==> config.mk <==
export PLATFORM = sky130hd
export DESIGN_NAME = circular_fifo_with_search_min_unit
export DESIGN_NICKNAME = d
export VERILOG_FILES = /design/src/hdl/cfsm_pkg.sv /design/src/hdl/cfsm_dp.sv /design/src/hdl/cfsm_ctrl.sv /design/src/hdl/circular_fifo_with_search_min_unit.sv
export VERILOG_INCLUDE_DIRS = /design/src /design/src/hdl
export SDC_FILE = /design/constraint.sdc
export NUM_CORES = 1
export LEC_CHECK = 0
export BUFFER_PORTS_ARGS = -buffer_cell sky130_fd_sc_hd__buf_2
export CELL_PAD_IN_SITES_DETAIL_PLACEMENT = 0
export CELL_PAD_IN_SITES_GLOBAL_PLACEMENT = 1
export CORE_ASPECT_RATIO = 0.5
export CORE_MARGIN = 8
export CORE_UTILIZATION = 35
export CTS_BUF_LIST = sky130_fd_sc_hd__clkbuf_16
export DETAILED_ROUTE_END_ITERATION = 7
export PLACE_DENSITY_LB_ADDON = 0.15
export SYNTH_ARGS = -nofsm -noshare
export SYNTH_HDL_FRONTEND = slang
export SYNTH_SLANG_ARGS = --single-unit
==> constraint.sdc <==
create_clock -name i_clk -period 7.89 [get_ports i_clk]
set_input_delay 1.578 -clock i_clk [delete_from_list [all_inputs] [get_ports i_clk]]
set_output_delay 1.578 -clock i_clk [all_outputs]
set_load 0.005 [all_outputs]
==> src/hdl/assert_macros.svh <==
// Assertion macros shared by the RTL files.
`ifndef ASSERT_MACROS_SVH
`define ASSERT_MACROS_SVH

`ifndef NO_ASSERTIONS

// Same-cycle implication, disabled while reset is asserted.
`define AST_IMPLY(lbl, clk, rstn, ante, cons) \
    lbl: assert property (@(posedge clk) disable iff (!(rstn)) (ante) |-> (cons)) \
        else $error("assertion failed");

// Next-cycle implication, disabled while reset is asserted.
`define AST_NEXT(lbl, clk, rstn, ante, cons) \
    lbl: assert property (@(posedge clk) disable iff (!(rstn)) (ante) |=> (cons)) \
        else $error("assertion failed");

`else

`define AST_IMPLY(lbl, clk, rstn, ante, cons)
`define AST_NEXT(lbl, clk, rstn, ante, cons)

`endif

`endif

==> src/hdl/cfsm_pkg.sv <==
package cfsm_pkg;

    localparam int STORE_DEPTH_DEF = 16;

    localparam logic [4:0] CAP_RESET = 5'd16;

    localparam logic [2:0] OP_ENQUEUE = 3'd0;
    localparam logic [2:0] OP_DEQUEUE = 3'd1;
    localparam logic [2:0] OP_PEEK    = 3'd2;
    localparam logic [2:0] OP_SEARCH  = 3'd3;
    localparam logic [2:0] OP_MINIMUM = 3'd4;
    localparam logic [2:0] OP_CLEAR   = 3'd5;

    localparam logic [1:0] ST_OK       = 2'd0;
    localparam logic [1:0] ST_OVERFLOW = 2'd1;
    localparam logic [1:0] ST_EMPTY    = 2'd2;

    localparam logic signed [31:0] NONE_WORD = 32'shFFFF_FFFF;

    typedef struct packed {
        logic [2:0]         operation;
        logic signed [31:0] value;
    } t_in;

    typedef struct packed {
        logic signed [31:0] result_value;
        logic               found;
        logic [1:0]         status;
        logic [4:0]         entry_count;
        logic               is_empty;
        logic               is_full;
    } t_out;

    typedef enum logic [2:0] {
        S_IDLE,
        S_EXEC,
        S_FETCH,
        S_SCAN,
        S_RESP
    } t_state;

    typedef struct packed {
        logic capture;
        logic enq;
        logic set_empty;
        logic clear;
        logic scan_init;
        logic scan_fetch;
        logic scan_step;
    } t_dp_cmd;

    typedef struct packed {
        logic [2:0] op;
        logic       empty;
        logic       scan_last;
    } t_dp_status;

endpackage

==> src/hdl/cfsm_dp.sv <==
`include "assert_macros.svh"

module cfsm_dp #(
    parameter int STORE_DEPTH = cfsm_pkg::STORE_DEPTH_DEF
) (
    input  logic                   i_clk,
    input  logic                   i_rst_n,
    input  cfsm_pkg::t_in          i_in,
    input  logic                   i_cfg_we,
    input  logic [4:0]             i_cfg_wdata,
    input  cfsm_pkg::t_dp_cmd      i_cmd,
    output cfsm_pkg::t_dp_status   o_status,
    output cfsm_pkg::t_out         o_result
);

    localparam int IDX_W    = (STORE_DEPTH > 1) ? $clog2(STORE_DEPTH) : 1;
    localparam int NW       = (IDX_W + 1 > 5) ? IDX_W + 1 : 5;
    localparam int DEPTH_LIM = (STORE_DEPTH > 31) ? 31 : STORE_DEPTH;
    localparam logic [4:0] CAP_MAX = 5'(DEPTH_LIM);

    logic signed [31:0] r_mem [STORE_DEPTH];
    logic signed [31:0] r_rdata;

    logic [4:0]          r_cfg, n_cfg;
    logic [IDX_W-1:0]    r_head, n_head;
    logic [IDX_W-1:0]    r_tail, n_tail;
    logic [IDX_W-1:0]    r_ptr, n_ptr;
    logic [4:0]          r_count, n_count;
    logic [4:0]          r_left, n_left;
    logic                r_first, n_first;
    logic [2:0]          r_op, n_op;
    logic signed [31:0]  r_val, n_val;
    logic signed [31:0]  r_res_value, n_res_value;
    logic                r_found, n_found;
    logic [1:0]          r_res_status, n_res_status;

    logic [4:0] w_cap;
    logic       w_full;
    logic       w_empty;
    logic       w_we;

    function automatic logic [IDX_W-1:0] ring_next(input logic [IDX_W-1:0] idx,
                                                   input logic [4:0] cap);
        logic [NW-1:0] n;
        n = NW'(idx) + NW'(1);
        ring_next = (n >= NW'(cap)) ? '0 : IDX_W'(n);
    endfunction

    // clamp the programmed capacity into one..depth, and to at most 31
    always_comb begin
        if (r_cfg == 5'd0) begin
            w_cap = 5'd1;
        end else if (r_cfg > CAP_MAX) begin
            w_cap = CAP_MAX;
        end else begin
            w_cap = r_cfg;
        end
    end

    assign w_full  = (r_count >= w_cap);
    assign w_empty = (r_count == 5'd0);
    assign w_we    = i_cmd.enq && !w_full;

    always_comb begin
        n_cfg        = r_cfg;
        n_head       = r_head;
        n_tail       = r_tail;
        n_ptr        = r_ptr;
        n_count      = r_count;
        n_left       = r_left;
        n_first      = r_first;
        n_op         = r_op;
        n_val        = r_val;
        n_res_value  = r_res_value;
        n_found      = r_found;
        n_res_status = r_res_status;

        if (i_cmd.capture) begin
            n_op         = i_in.operation;
            n_val        = i_in.value;
            n_res_value  = cfsm_pkg::NONE_WORD;
            n_found      = 1'b0;
            n_res_status = cfsm_pkg::ST_OK;
        end

        if (i_cmd.enq) begin
            if (w_full) begin
                n_res_status = cfsm_pkg::ST_OVERFLOW;
            end else begin
                n_tail  = ring_next(r_tail, w_cap);
                n_count = r_count + 5'd1;
            end
        end

        if (i_cmd.set_empty) begin
            n_res_status = cfsm_pkg::ST_EMPTY;
        end

        if (i_cmd.clear) begin
            n_head  = '0;
            n_tail  = '0;
            n_count = '0;
        end

        if (i_cmd.scan_init) begin
            n_ptr   = r_head;
            n_first = 1'b1;
            // dequeue and peek look at the head entry only
            if ((r_op == cfsm_pkg::OP_SEARCH) || (r_op == cfsm_pkg::OP_MINIMUM)) begin
                n_left = r_count;
            end else begin
                n_left = 5'd1;
            end
        end

        if (i_cmd.scan_fetch) begin
            n_ptr = ring_next(r_ptr, w_cap);
        end

        if (i_cmd.scan_step) begin
            n_ptr   = ring_next(r_ptr, w_cap);
            n_left  = r_left - 5'd1;
            n_first = 1'b0;
            unique case (r_op)
                cfsm_pkg::OP_SEARCH: begin
                    if (r_rdata == r_val) begin
                        n_found = 1'b1;
                    end
                end
                cfsm_pkg::OP_MINIMUM: begin
                    if (r_first || (r_rdata < r_res_value)) begin
                        n_res_value = r_rdata;
                    end
                end
                cfsm_pkg::OP_DEQUEUE: begin
                    n_res_value = r_rdata;
                    n_head      = ring_next(r_head, w_cap);
                    n_count     = r_count - 5'd1;
                end
                cfsm_pkg::OP_PEEK: begin
                    n_res_value = r_rdata;
                end
                default: begin
                end
            endcase
        end

        // a capacity write also empties the ring
        if (i_cfg_we) begin
            n_cfg   = i_cfg_wdata;
            n_head  = '0;
            n_tail  = '0;
            n_count = '0;
        end
    end

    always_ff @(posedge i_clk) begin
        if (!i_rst_n) begin
            r_cfg   <= cfsm_pkg::CAP_RESET;
            r_head  <= '0;
            r_tail  <= '0;
            r_count <= '0;
        end else begin
            r_cfg   <= n_cfg;
            r_head  <= n_head;
            r_tail  <= n_tail;
            r_count <= n_count;
        end
    end

    always_ff @(posedge i_clk) begin
        r_ptr        <= n_ptr;
        r_left       <= n_left;
        r_first      <= n_first;
        r_op         <= n_op;
        r_val        <= n_val;
        r_res_value  <= n_res_value;
        r_found      <= n_found;
        r_res_status <= n_res_status;
    end

    always_ff @(posedge i_clk) begin
        if (w_we) begin
            r_mem[r_tail] <= r_val;
        end
        r_rdata <= r_mem[r_ptr];
    end

    assign o_status.op        = r_op;
    assign o_status.empty     = w_empty;
    assign o_status.scan_last = (r_left == 5'd1);

    assign o_result.result_value = r_res_value;
    assign o_result.found        = r_found;
    assign o_result.status       = r_res_status;
    assign o_result.entry_count  = r_count;
    assign o_result.is_empty     = w_empty;
    assign o_result.is_full      = (r_count == w_cap);

    `AST_IMPLY(a_count_cap, i_clk, i_rst_n, 1'b1, r_count <= w_cap)
    `AST_IMPLY(a_head_cap, i_clk, i_rst_n, 1'b1, r_head < w_cap)
    `AST_IMPLY(a_tail_cap, i_clk, i_rst_n, 1'b1, r_tail < w_cap)

endmodule

==> src/hdl/cfsm_ctrl.sv <==
`include "assert_macros.svh"

module cfsm_ctrl (
    input  logic                   i_clk,
    input  logic                   i_rst_n,
    input  logic                   i_start,
    input  cfsm_pkg::t_dp_status   i_status,
    output cfsm_pkg::t_dp_cmd      o_cmd,
    output logic                   o_busy,
    output logic                   o_strobe
);

    cfsm_pkg::t_state r_state, n_state;

    always_ff @(posedge i_clk) begin
        if (!i_rst_n) begin
            r_state <= cfsm_pkg::S_IDLE;
        end else begin
            r_state <= n_state;
        end
    end

    always_comb begin
        n_state  = r_state;
        o_cmd    = '0;
        o_busy   = 1'b1;
        o_strobe = 1'b0;

        unique case (r_state)
            cfsm_pkg::S_IDLE: begin
                o_busy = 1'b0;
                if (i_start) begin
                    o_cmd.capture = 1'b1;
                    n_state       = cfsm_pkg::S_EXEC;
                end
            end
            cfsm_pkg::S_EXEC: begin
                n_state = cfsm_pkg::S_RESP;
                unique case (i_status.op)
                    cfsm_pkg::OP_ENQUEUE: begin
                        o_cmd.enq = 1'b1;
                    end
                    cfsm_pkg::OP_DEQUEUE, cfsm_pkg::OP_PEEK, cfsm_pkg::OP_MINIMUM: begin
                        if (i_status.empty) begin
                            o_cmd.set_empty = 1'b1;
                        end else begin
                            o_cmd.scan_init = 1'b1;
                            n_state         = cfsm_pkg::S_FETCH;
                        end
                    end
                    cfsm_pkg::OP_SEARCH: begin
                        // empty search reports not found with status ok
                        if (!i_status.empty) begin
                            o_cmd.scan_init = 1'b1;
                            n_state         = cfsm_pkg::S_FETCH;
                        end
                    end
                    cfsm_pkg::OP_CLEAR: begin
                        o_cmd.clear = 1'b1;
                    end
                    default: begin
                    end
                endcase
            end
            cfsm_pkg::S_FETCH: begin
                o_cmd.scan_fetch = 1'b1;
                n_state          = cfsm_pkg::S_SCAN;
            end
            cfsm_pkg::S_SCAN: begin
                o_cmd.scan_step = 1'b1;
                if (i_status.scan_last) begin
                    n_state = cfsm_pkg::S_RESP;
                end
            end
            cfsm_pkg::S_RESP: begin
                o_strobe = 1'b1;
                n_state  = cfsm_pkg::S_IDLE;
            end
            default: begin
                n_state = cfsm_pkg::S_IDLE;
            end
        endcase
    end

    `AST_NEXT(a_accept_exec, i_clk, i_rst_n, i_start && !o_busy, r_state == cfsm_pkg::S_EXEC)
    `AST_NEXT(a_strobe_single, i_clk, i_rst_n, o_strobe, !o_strobe && !o_busy)
    `AST_NEXT(a_fetch_scan, i_clk, i_rst_n, o_cmd.scan_fetch, o_cmd.scan_step)

endmodule

==> src/hdl/circular_fifo_with_search_min_unit.sv <==
// Ring-buffer FIFO of signed 32-bit words with search and minimum.
//
// Input: drive i_in (operation, value) and raise start; the item transfers
// at a rising edge where start is high and busy is low. One item is in
// flight at a time; busy stays high until its result has been shown.
// Output: o_result is valid for exactly one cycle while o_strobe is high.
// There is no back-pressure: the receiver must take every result.
// States from transfer to strobe: execute, then per operation, ending in
//   the response state that raises the strobe:
//   enqueue, clear, unused codes, any empty case: straight to response.
//   dequeue, peek: fetch, a scan step on the head entry, response.
//   search, minimum over N stored entries: fetch, a scan step per entry,
//     response; the scan reads one entry a cycle through the store port.
// Configuration: i_cfg_we with i_cfg_wdata writes the capacity and empties
// the FIFO; the user must write only while idle, unchecked by the block.
// Reset (i_rst_n low, synchronous) empties the FIFO and sets the capacity
// to 16; the store contents are left as they were.
module circular_fifo_with_search_min_unit #(
    parameter int STORE_DEPTH = cfsm_pkg::STORE_DEPTH_DEF
) (
    input  logic            i_clk,
    input  logic            i_rst_n,
    input  logic            start,
    output logic            busy,
    input  cfsm_pkg::t_in   i_in,
    input  logic            i_cfg_we,
    input  logic [4:0]      i_cfg_wdata,
    output logic            o_strobe,
    output cfsm_pkg::t_out  o_result
);

    cfsm_pkg::t_dp_cmd    w_cmd;
    cfsm_pkg::t_dp_status w_status;

    cfsm_ctrl u_ctrl (
        .i_clk    (i_clk),
        .i_rst_n  (i_rst_n),
        .i_start  (start),
        .i_status (w_status),
        .o_cmd    (w_cmd),
        .o_busy   (busy),
        .o_strobe (o_strobe)
    );

    cfsm_dp #(
        .STORE_DEPTH (STORE_DEPTH)
    ) u_dp (
        .i_clk       (i_clk),
        .i_rst_n     (i_rst_n),
        .i_in        (i_in),
        .i_cfg_we    (i_cfg_we),
        .i_cfg_wdata (i_cfg_wdata),
        .i_cmd       (w_cmd),
        .o_status    (w_status),
        .o_result    (o_result)
    );

endmodule
=== Word-level counts from Yosys, hierarchy flattened ===
Memories as Yosys holds them, arrays and structs flattened. A register that Yosys moved wholly into a read port is not among the register bits.
Index checks and enable logic that the tools add are counted.

* Add/subtract/negate cells: 6
* Multiplexer cells: 50
* Eq/ne operators: 14
* Reductions and logical operators: 17
* Order comparisons: 6
* Bitwise logic cells: 2

{| class="wikitable"
|+ Operator list
! operator !! number
|-
| 32-bit 2-to-1 mux || 3
|-
| 32-bit case mux with 2 select lines || 1
|-
| 5-bit 2-to-1 mux || 10
|-
| 4-bit 2-to-1 mux || 10
|-
| 32-bit equality test || 1
|-
| 32-bit less-than comparator || 1
|-
| 5-bit greater-or-equal comparator || 4
|-
| 1-bit 2-to-1 mux || 18
|-
| 4-bit by 1-bit adder with 5-bit output, second input constant || 3
|-
| 3-bit by 2-bit equality test with 1-bit output, second input constant || 4
|-
| 3-bit 2-to-1 mux || 4
|-
| 3-bit case mux with 4 select lines || 1
|-
| 5-bit zero test || 2
|-
| 5-bit by 1-bit subtractor with 5-bit output, second input constant || 2
|-
| 3-bit equality test, second input constant || 3
|-
| 3-bit by 1-bit equality test with 1-bit output, second input constant || 2
|-
| 3-bit zero test || 2
|-
| 2-bit 2-to-1 mux || 3
|-
| 3-bit OR reduction || 2
|-
| 5-bit by 1-bit adder with 5-bit output, second input constant || 1
|-
| 5-bit by 1-bit equality test with 1-bit output, second input constant || 1
|-
| 5-bit equality test || 1
|-
| 5-bit greater-than comparator, second input constant || 1
|-
| 2-bit AND reduction || 2
|-
| 10 further kinds || 13
|}

* Word-level logic and storage cells: 109
* RAM bits: 512
* Memories kept: 1
* Input bits: 44
* Bits in registers: 101
* Output and inout port bits: 44

{| class="wikitable"
|+ Memories
! name !! depth !! bits a word !! rd ports !! clocked after memory_dff !! write ports !! line !! source
|-
| u_dp.r_mem || 16 || 32 || 1 || 1 || 1 || cfsm_dp.sv:21 || <nowiki>logic signed [31:0] r_mem [STORE_DEPTH];</nowiki>
|}

=== Longest topological paths before layout ===
Gate-level depths: netlist (run 1).

* Depth in word-level cells: 9
* Depth in mapped cells: 13
* Depth with buffers taken out: 12

=== By module ===
From an unflattened synthesis (run 1), not the netlist that was laid out.

* Cell total of the unflattened synthesis: 1366
* Area, all modules: 25685.9 sq um

{| class="wikitable"
|+ By module, submodules not included
! module !! instances !! area an instance (sq um) !! cells each
|-
| cfsm_dp || 1 || 25448.2 || 1334
|-
| cfsm_ctrl || 1 || 237.7 || 32
|}

=== Worst setup path after synthesis (run 1) ===
OpenSTA, ideal clock, no wires.

* Path kind: register to register
* From: reg u_dp.r_cfg[1]
* To: mem u_dp.r_mem[0][0], enable pin
* Path slack: 3016 ps
* Cell stages (with the launch flop): 13
* Clock period less this slack: 4874 ps
* Arrival: 4413 ps
* Cell sequence: dfxtp_1 nor3_1 nor2_1 nor2_1 ha_1 nand2b_1 a21o_1 a21o_1 a21oi_1 o211a_1 clkbuf_1 nand2_1 nor3_1

* Word-level cells in the longest chain between the ends: 8

{| class="wikitable"
|+ RTL lines
! what !! line !! source
|-
| start: declaration || cfsm_dp.sv:24 || <nowiki>logic [4:0] r_cfg, n_cfg;</nowiki>
|-
| start signal: assignment || cfsm_dp.sv:159 || <nowiki>r_cfg <= cfsm_pkg::CAP_RESET;</nowiki>
|-
| start signal: assignment || cfsm_dp.sv:164 || <nowiki>r_cfg <= n_cfg;</nowiki>
|-
| 5-bit greater-than comparator || cfsm_dp.sv:53 || <nowiki>end else if (r_cfg > CAP_MAX) begin</nowiki>
|-
| 5-bit 2-to-1 mux || cfsm_dp.sv:53 ||
|-
| 5-bit 2-to-1 mux * || cfsm_dp.sv:51 || <nowiki>if (r_cfg == 5'd0) begin</nowiki>
|-
| 5-bit greater-or-equal comparator * || cfsm_dp.sv:60 || <nowiki>assign w_full = (r_count >= w_cap);</nowiki>
|-
| 1-bit zero test * || cfsm_dp.sv:62 || <nowiki>assign w_we = i_cmd.enq && !w_full;</nowiki>
|-
| 1-bit logical AND * || cfsm_dp.sv:62 ||
|-
| 1-bit 2-to-1 mux * || cfsm_dp.sv:183 || <nowiki>if (w_we) begin</nowiki>
|-
| 1-bit 2-to-1 mux (not written as such) * || cfsm_dp.sv:184 || <nowiki>r_mem[r_tail] <= r_val;</nowiki>
|-
| end: declaration || cfsm_dp.sv:21 ||
|}

Every way passes the cells marked *; elsewhere a longest branch is shown, timed or not.

=== Worst setup path after layout (run 1) ===
* From: reg u_dp.r_cfg[1]
* To: mem u_dp.r_mem[12][17], enable pin

Same word-level chain as after synthesis.

==> results of run 1 <==
## how the worst max path moves through the flow
stage                                    start                            to  slack (ns)  cells past startpoint
global placement    u_dp.r_cfg[1]$_SDFFE_PN0P_   u_dp.r_mem[4][23]$_DFFE_PP_        3.78                     11
floorplan           u_dp.r_cfg[1]$_SDFFE_PN0P_    u_dp.r_mem[0][0]$_DFFE_PP_        3.02                     12
global route        u_dp.r_cfg[1]$_SDFFE_PN0P_  u_dp.r_mem[12][13]$_DFFE_PP_        3.41                     11
CTS                 u_dp.r_cfg[1]$_SDFFE_PN0P_   u_dp.r_mem[15][8]$_DFFE_PP_        3.74                     11
detailed placement  u_dp.r_cfg[1]$_SDFFE_PN0P_  u_dp.r_mem[14][20]$_DFFE_PP_        3.73                     11
finish              u_dp.r_cfg[1]$_SDFFE_PN0P_  u_dp.r_mem[12][17]$_DFFE_PP_        3.80                     11
## state kept, by name, summed over array words and instances (netlist names), 5 cells and up
register          count
u_dp.r_mem          512
u_dp.r_rdata         32
u_dp.r_res_value     32
u_dp.r_val           32
u_dp.r_cfg            5
u_dp.r_count          5
u_dp.r_left           5
## synthesized netlist by cell type (25+ instances only)
library cell  instances  area [um^2]
xnor2_1              27          236
a221oi_1             33          289
dfxtp_1              89         1780
ha_1                 62          776
nand2_1             128          480
a21oi_1              62          310
mux2_4               29          435
mux2_2               25          282
a22oi_1              38          285
clkbuf_1             40          150
o21ai_0              71          355
nor2_1               41          154
mux2i_1             112         1120
inv_1                47          176
mux4_2               64         1440
edfxtp_1            556        16700
## kinds of logic (layout without fill, tap and decap cells)
family	Yosys count	after routing	synth area share, %
and+or+nand+nor	247	247	4.33
buffers and inverters	120	281	2.15
xor gates and xnor gates	42	42	1.41
adders and majority gates	62	62	2.97
DFF	645	645	70.8
muxes	230	230	12.6
other	0	1	0
AOI/OAI and AO/OA	234	234	5.73
## power by group through the flow
stage	Sequential, mW	Combinational [mW]	Clock (mW)
after detailed placement	3.84	0.120	0
after global routing	3.76	0.129	2.98
after floorplan	3.83	0.0452	0
final	3.76	0.118	2.78
after global placement	3.83	0.117	0
after CTS	3.76	0.120	2.85
## tightest hold or removal path: cells and delay by family (launching register included)
family,cells,cell delay (ns)
compound gates,1,0.05
flops,1,0.31
simple gates,1,0.05
## metal layers
metal,GRT usage (%),vias to the layer above,part of all wire [%]
met1,22.9,7226,49
li1,-,6372,-
met4,2.85,0,1.3
met2,24.9,289,45
met3,2.89,68,4.9
met5,0,-,0
## cell type report
| type | instances | area, um^2 |
|---|---|---|
| antenna | 1 | 2.50 |
| clock buffer | 59 | 1480 |
| clock inverter | 49 | 353 |
| fill | 6643 | 43800 |
| inverter | 47 | 176 |
| multi-input combinational | 815 | 7170 |
| sequential | 645 | 18500 |
| tap | 972 | 1220 |
| timing repair buffer | 126 | 741 |
==> impl_metrics.csv, run 1 <==
group,metric,value,unit
status,outcome,"finished, final reports clean",
synthesis,synth_seq_cells,645,
critical_path,required,8.13,ns
power,p_switching,1.40,mW
synthesis,synthFlopType,"edfxtp_1",
critical_path,start_kind,"register",
placement,dp_slack,3.73,ns
sta,finalCritPeriodShare,51.9,%
power,pwr-share-comb,1.8,%
layout,drive_above_1_share,20.3,%
clocking,cts-root-buf,"clkbuf_16",
route,drt-initial-drc-count,951,
route,vias_per_cell,5.14,
sta,period_minus_slack,4.09,ns
synthesis,syn_area_per_cell,16.5,um^2
sta,whs,0.458,ns
sta,drv_slew,0,
route,ant_nets,0,
critical_path,r2r_cells,11,
critical_path,worst_r2r_endpoint,"u_dp.r_mem[12][17]$_DFFE_PP_",
clocking,cts_sinks,645,
synthesis,syn_inst,1580,
route,detail_route.wl_per_cell,24.9,um
layout,area_delta_synth_final,13.5,%
sta,setup_viol,0,
critical_path,cp-end-kind,"register",
synthesis,ys_seq_area_share,70.8,%
critical_path,crit_slowest_cell,"nor2_4",
layout,fin_nets,1800,
critical_path,rrSetupSlack,3.80,ns
placement,portBuffers,87,
floorplan,io_pins,88,
sta,rsz0062_at_grt,"no",
global_route,grt_pass1_wl,98600,um
floorplan,rows,70,
power,power_frac_seq,56.5,%
clocking,cts_buffers,59,
floorplan,dieArea,0.0841,mm^2
global_route,grt_pass1_vias,14400,
route,vias,14000,
floorplan,die_h,209,um
global_route,track_usage,15.8,%
sta,finalClockSkew,0.0209,ns
layout,final_common_cell,"edfxtp_1",
clocking,clock_path_buffers,3,
global_route,antenna_found_initial,0,
layout,post-route-util,40.3,%
clocking,clk_latency,0.63,ns
power,p_leak,10.6,nW
critical_path,max_stage_delay,1.03,ns
clocking,post_cts_buffers,0,
layout,fin_cells,2714,
clocking,clkTransAtPathRegs,0.06,ns
critical_path,crit_chain,"nor3_1, nor2_1, nor2_1, ha_1, nand2b_1, a21o_1, a21o_1, a21oi_1, o211a_1, nand2_1, nor2_4",
power,power_density,225,mW/mm^2
global_route,grt_max_degree,118,
sta,worst_pin_slew,1.27,ns
floorplan,initial_core_util,35.5,%
hold_path,whs_path_depth,2,
synthesis,synth_cell_type_count,52,
hold_path,hold_class,"reg2reg",
route,drc,0,
placement,gp_congestion,0.774,
sta,finalHoldViolCount,0,
critical_path,critPathKind,"reg2reg",
sta,maxSlewHeadroom,15.1,%
critical_path,crit_buf_inv,0,
sta,finalWorstSetupSlack,3.80,ns
placement,dpl.hpwl,41700,um
layout,final_cell_mix,"edfxtp_1 (556), nand2_1 (128), mux2i_1 (112), dfxtp_1 (89), buf_2 (87)",
placement,dp.cells,2605,
clocking,hold_buffers,0,
critical_path,r2r_start,"u_dp.r_cfg[1]$_SDFFE_PN0P_",
run,maxCapViolations,0,
global_route,grt_overflow,0,
power,switching_share,21.1,%
sta,setup_tns,0,ns
power,power_frac_clock,41.7,%
power,power,6.66,mW
hold_path,holdPathEnd,"u_dp.r_res_status[0]$_SDFF_PP0_",
route,dr.pass1.iters,5,
synthesis,syn-num-nets,1686,
route,drt-total-wl,67700,um
clocking,cts_tree,"done",
placement,postPlaceCellArea,0.0278,mm^2
critical_path,crit_family,"simple AND/OR/NAND/NOR gates",
power,p_int,5.25,mW
power,vdd_ir_drop_max,0.163,mV
clocking,h-tree-depth,2,
floorplan,dieWidth,402,um
synthesis,synth_edf_count,556,
synthesis,yosys_warnings,0,
critical_path,cp.arrival,4.34,ns
critical_path,path_max_fanout,32,
clocking,cts_resized,0,
layout,final_area,0.0296,mm^2
synthesis,synthArstFlopShare,0,%
floorplan,core,0.0734,mm^2
sta,timing.fmax,244,MHz
hold_path,worstHoldStart,"u_dp.r_res_status[0]$_SDFF_PP0_",
synthesis,syn_area,0.0261,mm^2
(Power assumes the default switching activity.)
==> run 2: changes to the inputs <==
ABC_AREA = 1   (was unset)
clock period = 3.75 ns   (was 7.89 ns; I/O delays follow)
==> run 2 against run 1 <==
  * Synthesized cell count is 50% higher
  * Via count is 32% higher
  * Flip-flop and latch count stayed put
  * Routed wire length is 25% higher
  * Critical path depth is 3 lower
  * Sequential power is 110% higher
  * Count of clock-buffer cells in the layout is 2 higher
  * Clock skew is 0.041 ns higher
  * Utilization is 0.51 points higher
  * Critical path type is now reg2out
  * Largest cell class unchanged
  * Largest power group unchanged
==> impl_metrics.csv, run 2 <==
group,metric,value,unit
critical_path,crit_family,"simple AND/OR/NAND/NOR gates",
global_route,grt_max_degree,169,
clocking,cts_resized,0,
clocking,post_cts_buffers,0,
floorplan,rows,72,
route,vias_per_cell,5.16,
critical_path,required,3.00,ns
route,detail_route.wl_per_cell,23.7,um
synthesis,synthFlopType,"edfxtp_1",
sta,maxSlewHeadroom,35.1,%
layout,final_common_cell,"edfxtp_1",
route,wl_met3,6370,um
route,ant_nets,0,
critical_path,crit_cells,8,
critical_path,critPathKind,"reg2out",
clocking,cts_tree,"done",
global_route,grt_overflow,0,
route,drc,0,
hold_path,hold_class,"in2reg",
route,dr.pass1.iters,5,
route,m1WireLength,42100,um
synthesis,ys_seq_area_share,68.4,%
clocking,clk_latency,0.69,ns
floorplan,initial_core_util,35.2,%
synthesis,synth_edf_count,556,
route,top_layer_used,"met5",
critical_path,crit_buf_inv,4,
hold_path,whs_path_depth,1,
sta,drv_slew,0,
clocking,cts_sinks,645,
floorplan,die_h,213,um
synthesis,yosysMostFrequentCell,"edfxtp_1",
synthesis,synthTopCellsByCount,"edfxtp_1 (556), nand2_1 (491), nor2_1 (200)",
critical_path,r2r_cells,8,
power,p_switching,3.32,mW
critical_path,max_stage_delay,0.35,ns
synthesis,synthArstFlopShare,0,%
sta,setup_tns,0,ns
power,p_leak,11.8,nW
global_route,track_usage,19.1,%
synthesis,synth_seq_cells,645,
layout,drive_above_1_share,12.5,%
synthesis,syn_area,0.0270,mm^2
synthesis,syn_inst,2368,
layout,final_cell_mix,"edfxtp_1 (556), nand2_1 (490), o21ai_0 (197), nor2_1 (182), inv_1 (163)",
synthesis,syn_area_per_cell,11.4,um^2
power,power_frac_clock,44.4,%
floorplan,dieArea,0.0869,mm^2
floorplan,core,0.0768,mm^2
power,pwr-share-comb,2.8,%
layout,final.fill_count,7287,
layout,fin_cells,3571,
power,power_frac_seq,52.8,%
critical_path,cp_common_cell,"inv_1",
status,outcome,"finished, final reports clean",
critical_path,cp.arrival,2.29,ns
sta,worst_pin_slew,0.974,ns
sta,finalHoldViolCount,0,
clocking,h-tree-depth,2,
critical_path,path_max_fanout,6,
layout,fin_nets,2588,
route,vias,18400,
layout,area_delta_synth_final,16.1,%
sta,finalClockSkew,0.0620,ns
synthesis,yosys.area.top_type,"edfxtp_1",
critical_path,crit_slowest_cell,"ha_1",
layout,largest_reg_flops,512,
critical_path,cp-end-kind,"output pin",
synthesis,yosysTopAreaCellShare,61.8,%
synthesis,yosys_warnings,0,
power,power_density,482,mW/mm^2
sta,rsz0062_at_grt,"no",
placement,dpl.hpwl,51200,um
synthesis,syn-num-nets,2474,
power,p_int,11.8,mW
global_route,grt_pass1_wl,124000,um
clocking,clock_path_buffers,3,
clocking,clkTransAtPathRegs,0.07,ns
run,maxCapViolations,0,
power,switching_share,21.9,%
clocking,cts-root-buf,"clkbuf_16",
floorplan,dieWidth,409,um
synthesis,synthTopCellsByArea,"edfxtp_1 (62%), nand2_1 (6.8%), dfxtp_1 (6.6%), o21ai_0 (3.6%), ha_1 (2.9%)",
sta,finalCritPeriodShare,81.1,%
sta,period_minus_slack,3.04,ns
global_route,antenna_found_initial,4,
route,drt-total-wl,84500,um
route,met2_length,34900,um
global_route,grt_pass1_vias,17800,
critical_path,start_kind,"register",
placement,portBuffers,87,
power,power,15.1,mW
clocking,hold_buffers,0,
power,vdd_ir_drop_max,0.373,mV
route,drt-initial-drc-count,1617,
layout,top_register,"u_dp.r_mem",
synthesis,synth_cell_type_count,42,
floorplan,io_pins,88,
sta,timing.fmax,329,MHz
placement,gp_congestion,0.782,
clocking,cts_buffers,60,
sta,setup_viol,0,
critical_path,crit_chain,"inv_1, nand2_1, ha_1, inv_1, nor3_1, nand2_1, inv_1, buf_2",
placement,dp.cells,3456,
run 2: cell count changes in the layout (fill, tap and decap cells not counted), sizes merged, moves of 49 or more:
| cell | before | now |
|---|---|---|
| nand2 | 128 | 492 |
| nor2 | 41 | 202 |
| o21ai | 71 | 199 |
| mux2i | 112 | 0 |
| inv | 58 | 169 |
| nand3 | 6 | 109 |
| mux4 | 64 | 0 |
| a21oi | 62 | 121 |
| mux2 | 54 | 0 |
| buf | 126 | 179 |
| nand4 | 14 | 63 |
run 2: power groups by stage:
| stage | combinational [mW] | clock [mW] | sequential, mW |
|---|---|---|---|
| after floorplan | 0.180 | 0 | 8.12 |
| after global placement | 0.426 | 0 | 8.14 |
| after detailed placement | 0.428 | 0 | 8.14 |
| after CTS | 0.429 | 6.86 | 7.98 |
| after global routing | 0.468 | 7.14 | 7.99 |
| final | 0.421 | 6.72 | 7.98 |
run 2: worst paths after layout:
kind / start / endpoint / slack [ns]
worst max-delay path: u_dp.r_cfg[4]$_SDFFE_PN1P_ / o_result[0] / 0.71
worst min-delay path: i_in[31] / u_dp.r_val[31]$_DFFE_PP_ / 0.23
worst max register to register: u_dp.r_ptr[2]$_DFFE_PP_ / u_dp.r_rdata[7]$_DFF_P_ / 0.81
worst min register to register: u_dp.r_found$_DFF_P_ / u_dp.r_found$_DFF_P_ / 0.45
run 2: cells by family (layout without fill, tap and decap cells):
group,after synthesis,count (layout),share of synthesized area [%]
adders and majority gates,62,62,2.87
xor gates and xnor gates,34,34,1.10
DFF,645,645,68.4
buffers and inverters,290,456,4.31
AOI/OAI and AO/OA,450,450,9.69
other,0,1,0
and+or+nand+nor,887,887,13.7
run 2: layer usage:
metal / vias to the layer above / global-route usage, %
li1: 8653 / -
met1: 9185 / 29.1
met2: 492 / 27.6
met3: 84 / 4.71
met4: 4 / 3.23
met5: - / 0
run 2: cell type report:
class / count / area [um^2] / share of cell area (%)
Antenna cell: 1 / 2.50 / 0.00797
Clock buffer: 61 / 1530 / 4.86
Clock inverter: 53 / 616 / 1.96
Inverter: 163 / 617 / 1.97
Multi-Input combinational cell: 1433 / 7530 / 24.0
Sequential cell: 645 / 18500 / 58.9
Tap cell: 1036 / 1300 / 4.13
Timing Repair Buffer: 179 / 1330 / 4.23
run 2: through the flow:
stage,hold slack [ns],setup slack [ns],util (%),area (um^2)
finish,0.230,0.710,40.8,31400
global route,0.199,0.530,40.8,31400
CTS,0.202,0.686,40.8,31400
detailed placement,0.438,0.843,38.1,29200
global placement,0.438,0.811,38.1,29200
floorplan,0.427,0.335,-,27000
==> run 3: changes to the inputs <==
ABC_AREA = 0   (was 1)
clock period = 2.85 ns   (was 3.75 ns; I/O delays follow)
==> run 3 against run 2 <==
  * The run now ends with setup timing left
  * Flip-flop and latch count did not move
  * Sequential power up 32%
  * Utilization is 3.0 points higher
  * Cell count is 20% lower
  * Die area fell by 3.3%
  * Clock power increased by 18%
  * Hold slack got worse by 0.12 ns
  * Clock skew down 0.039 ns
  * Non-clock buffer count rose by 93
  * Register-to-register slack worse by 0.90 ns
  * Routed wire length decreased by 7.5%
  * Critical path type is now reg2reg
  * Highest routed layer is now met4
==> impl_metrics.csv, run 3 (synthesis gave the netlist of run 1 again) <==
group,metric,value,unit
route,drt-total-wl,78200,um
sta,period_minus_slack,2.94,ns
status,outcome,"finished, violations left",
route,m1WireLength,36800,um
critical_path,cp.arrival,3.27,ns
power,power,18.7,mW
sta,finalHoldViolCount,0,
critical_path,crit_chain,"nor3_2, nor2_1, nor2_2, ha_1, nand2b_4, a21o_1, a21o_1, a21oi_2, o211a_1, buf_12, nand2_4, buf_12, nor2_4, buf_12",
route,vias_per_cell,5.28,
clocking,h-tree-depth,2,
layout,drive_above_1_share,27.3,%
clocking,clkTransAtPathRegs,0.07,ns
route,vias,15100,
clocking,cts-root-buf,"clkbuf_16",
power,power_density,583,mW/mm^2
floorplan,core,0.0734,mm^2
critical_path,rrSetupSlack,-0.09,ns
layout,top_register,"u_dp.r_mem",
floorplan,rows,70,
hold_path,hold_class,"in2reg",
route,drt-initial-drc-count,1369,
sta,drv_slew,0,
layout,final_cell_mix,"edfxtp_1 (556), nand2_1 (124), mux2i_1 (112), buf_2 (87), dfxtp_1 (86)",
route,dr.pass1.iters,7,
power,vdd_ir_drop_max,0.481,mV
sta,rsz0062_at_grt,"yes",
clocking,cts_sinks,645,
route,wl_met3,7020,um
layout,fin_cells,2857,
status,violations,"setup timing",
sta,finalWorstSetupSlack,-0.0933,ns
floorplan,io_pins,88,
layout,seqCellArea,0.0185,mm^2
route,detail_route.wl_per_cell,27.4,um
placement,postPlaceCellArea,0.0290,mm^2
power,p_leak,11.8,nW
sta,finalCritPeriodShare,103,%
layout,multi_input_area,0.00726,mm^2
clocking,cts_buffers,57,
sta,worst_pin_slew,0.950,ns
clocking,hold_buffers,0,
clocking,clock_path_buffers,3,
global_route,grt_overflow,0,
layout,area_delta_synth_final,23.3,%
sta,finalClockSkew,0.0231,ns
floorplan,initial_core_util,35.5,%
floorplan,dieWidth,402,um
sta,maxSlewHeadroom,36.7,%
clocking,cts_tree,"done",
placement,portBuffers,87,
global_route,track_usage,17.4,%
global_route,grt_pass1_vias,14900,
critical_path,crit_slowest_cell,"dfxtp_2",
critical_path,cp_common_cell,"buf_12",
layout,final.fill_count,6350,
layout,fin_nets,1944,
run,maxCapViolations,0,
global_route,grt_pass1_wl,107000,um
sta,setup_viol,328,
route,top_layer_used,"met4",
critical_path,required,3.18,ns
clocking,clk_latency,0.64,ns
global_route,antenna_found_initial,3,
placement,dp.cells,2692,
critical_path,start_kind,"register",
layout,final_area,0.0322,mm^2
layout,largest_reg_flops,512,
sta,timing.fmax,340,MHz
critical_path,path_max_fanout,21,
global_route,grt_max_degree,65,
route,met2_length,32900,um
layout,final_common_cell,"edfxtp_1",
placement,dpl.hpwl,49200,um
critical_path,critPathKind,"reg2reg",
critical_path,cp-end-kind,"register",
route,drc,0,
route,ant_nets,0,
floorplan,die_h,209,um
critical_path,max_stage_delay,0.33,ns
placement,gp_congestion,0.783,
floorplan,dieArea,0.0841,mm^2
-- run 3: where the power goes --
part           leakage, nW  switching, mW  total (mW)  internal [mW]
clock network        0.946           3.62        7.93           4.31
logic                 5.09          0.223       0.349          0.126
registers             5.75          0.145        10.5           10.3
-- run 3: repair_timing --
item | 4_1_cts | 5_1_grt
cloned | 6 | 26
resized for setup | 22 | 48
endpoints found under the setup margin | 244 | 536
pin swaps | 1 | 10
setup buffers | 12 | 18
-- run 3: cell type report --
type | instances | area share, %
Tap cell | 972 | 3.78
Antenna cell | 1 | 0.00778
Timing Repair Buffer | 272 | 9.73
Clock buffer | 57 | 4.44
Sequential cell | 645 | 57.5
Multi-Input combinational cell | 815 | 22.6
Clock inverter | 48 | 1.46
Inverter | 47 | 0.549
-- run 3: routing by layer --
layer	vias up	global-route usage, %
met5	-	0
met4	0	4.07
met3	87	5.08
met2	525	25.0
met1	7796	25.7
li1	6675	-
-- run 3: path summary, 6_finish.rpt --
check,startpoint,to,cells past startpoint
setup / recovery,u_dp.r_cfg[1]$_SDFFE_PN0P_,u_dp.r_mem[9][20]$_DFFE_PP_,14
hold / removal,i_in[25],u_dp.r_val[25]$_DFFE_PP_,1
setup reg to reg,u_dp.r_cfg[1]$_SDFFE_PN0P_,u_dp.r_mem[9][20]$_DFFE_PP_,14
hold reg to reg,u_dp.r_res_status[0]$_SDFF_PP0_,u_dp.r_res_status[0]$_SDFF_PP0_,2
-- run 3: critical path: cells and delay by family, from the launching register on --
| kind | cells | cell delay [ns] |
|---|---|---|
| buffers and inverters | 3 | 0.57 |
| AND/OR/NAND/NOR | 6 | 0.75 |
| AO/OA/AOI/OAI | 4 | 0.69 |
| adder cells (fa/ha/maj) | 1 | 0.26 |
| flip-flops | 1 | 0.33 |
-- run 3: stage by stage --
stage	util (%)	hold WS [ns]	setup WS, ns	TNS, ns
floorplan	-	0.426	-0.399	-56.97
global route	43.8	0.0714	-0.233	-74.74
CTS	42.6	0.0581	-0.0559	-4.84
finish	43.8	0.105	-0.0933	-11.59
global placement	39.5	0.463	-0.0750	-11.51
detailed placement	39.5	0.460	-0.0394	-1.80
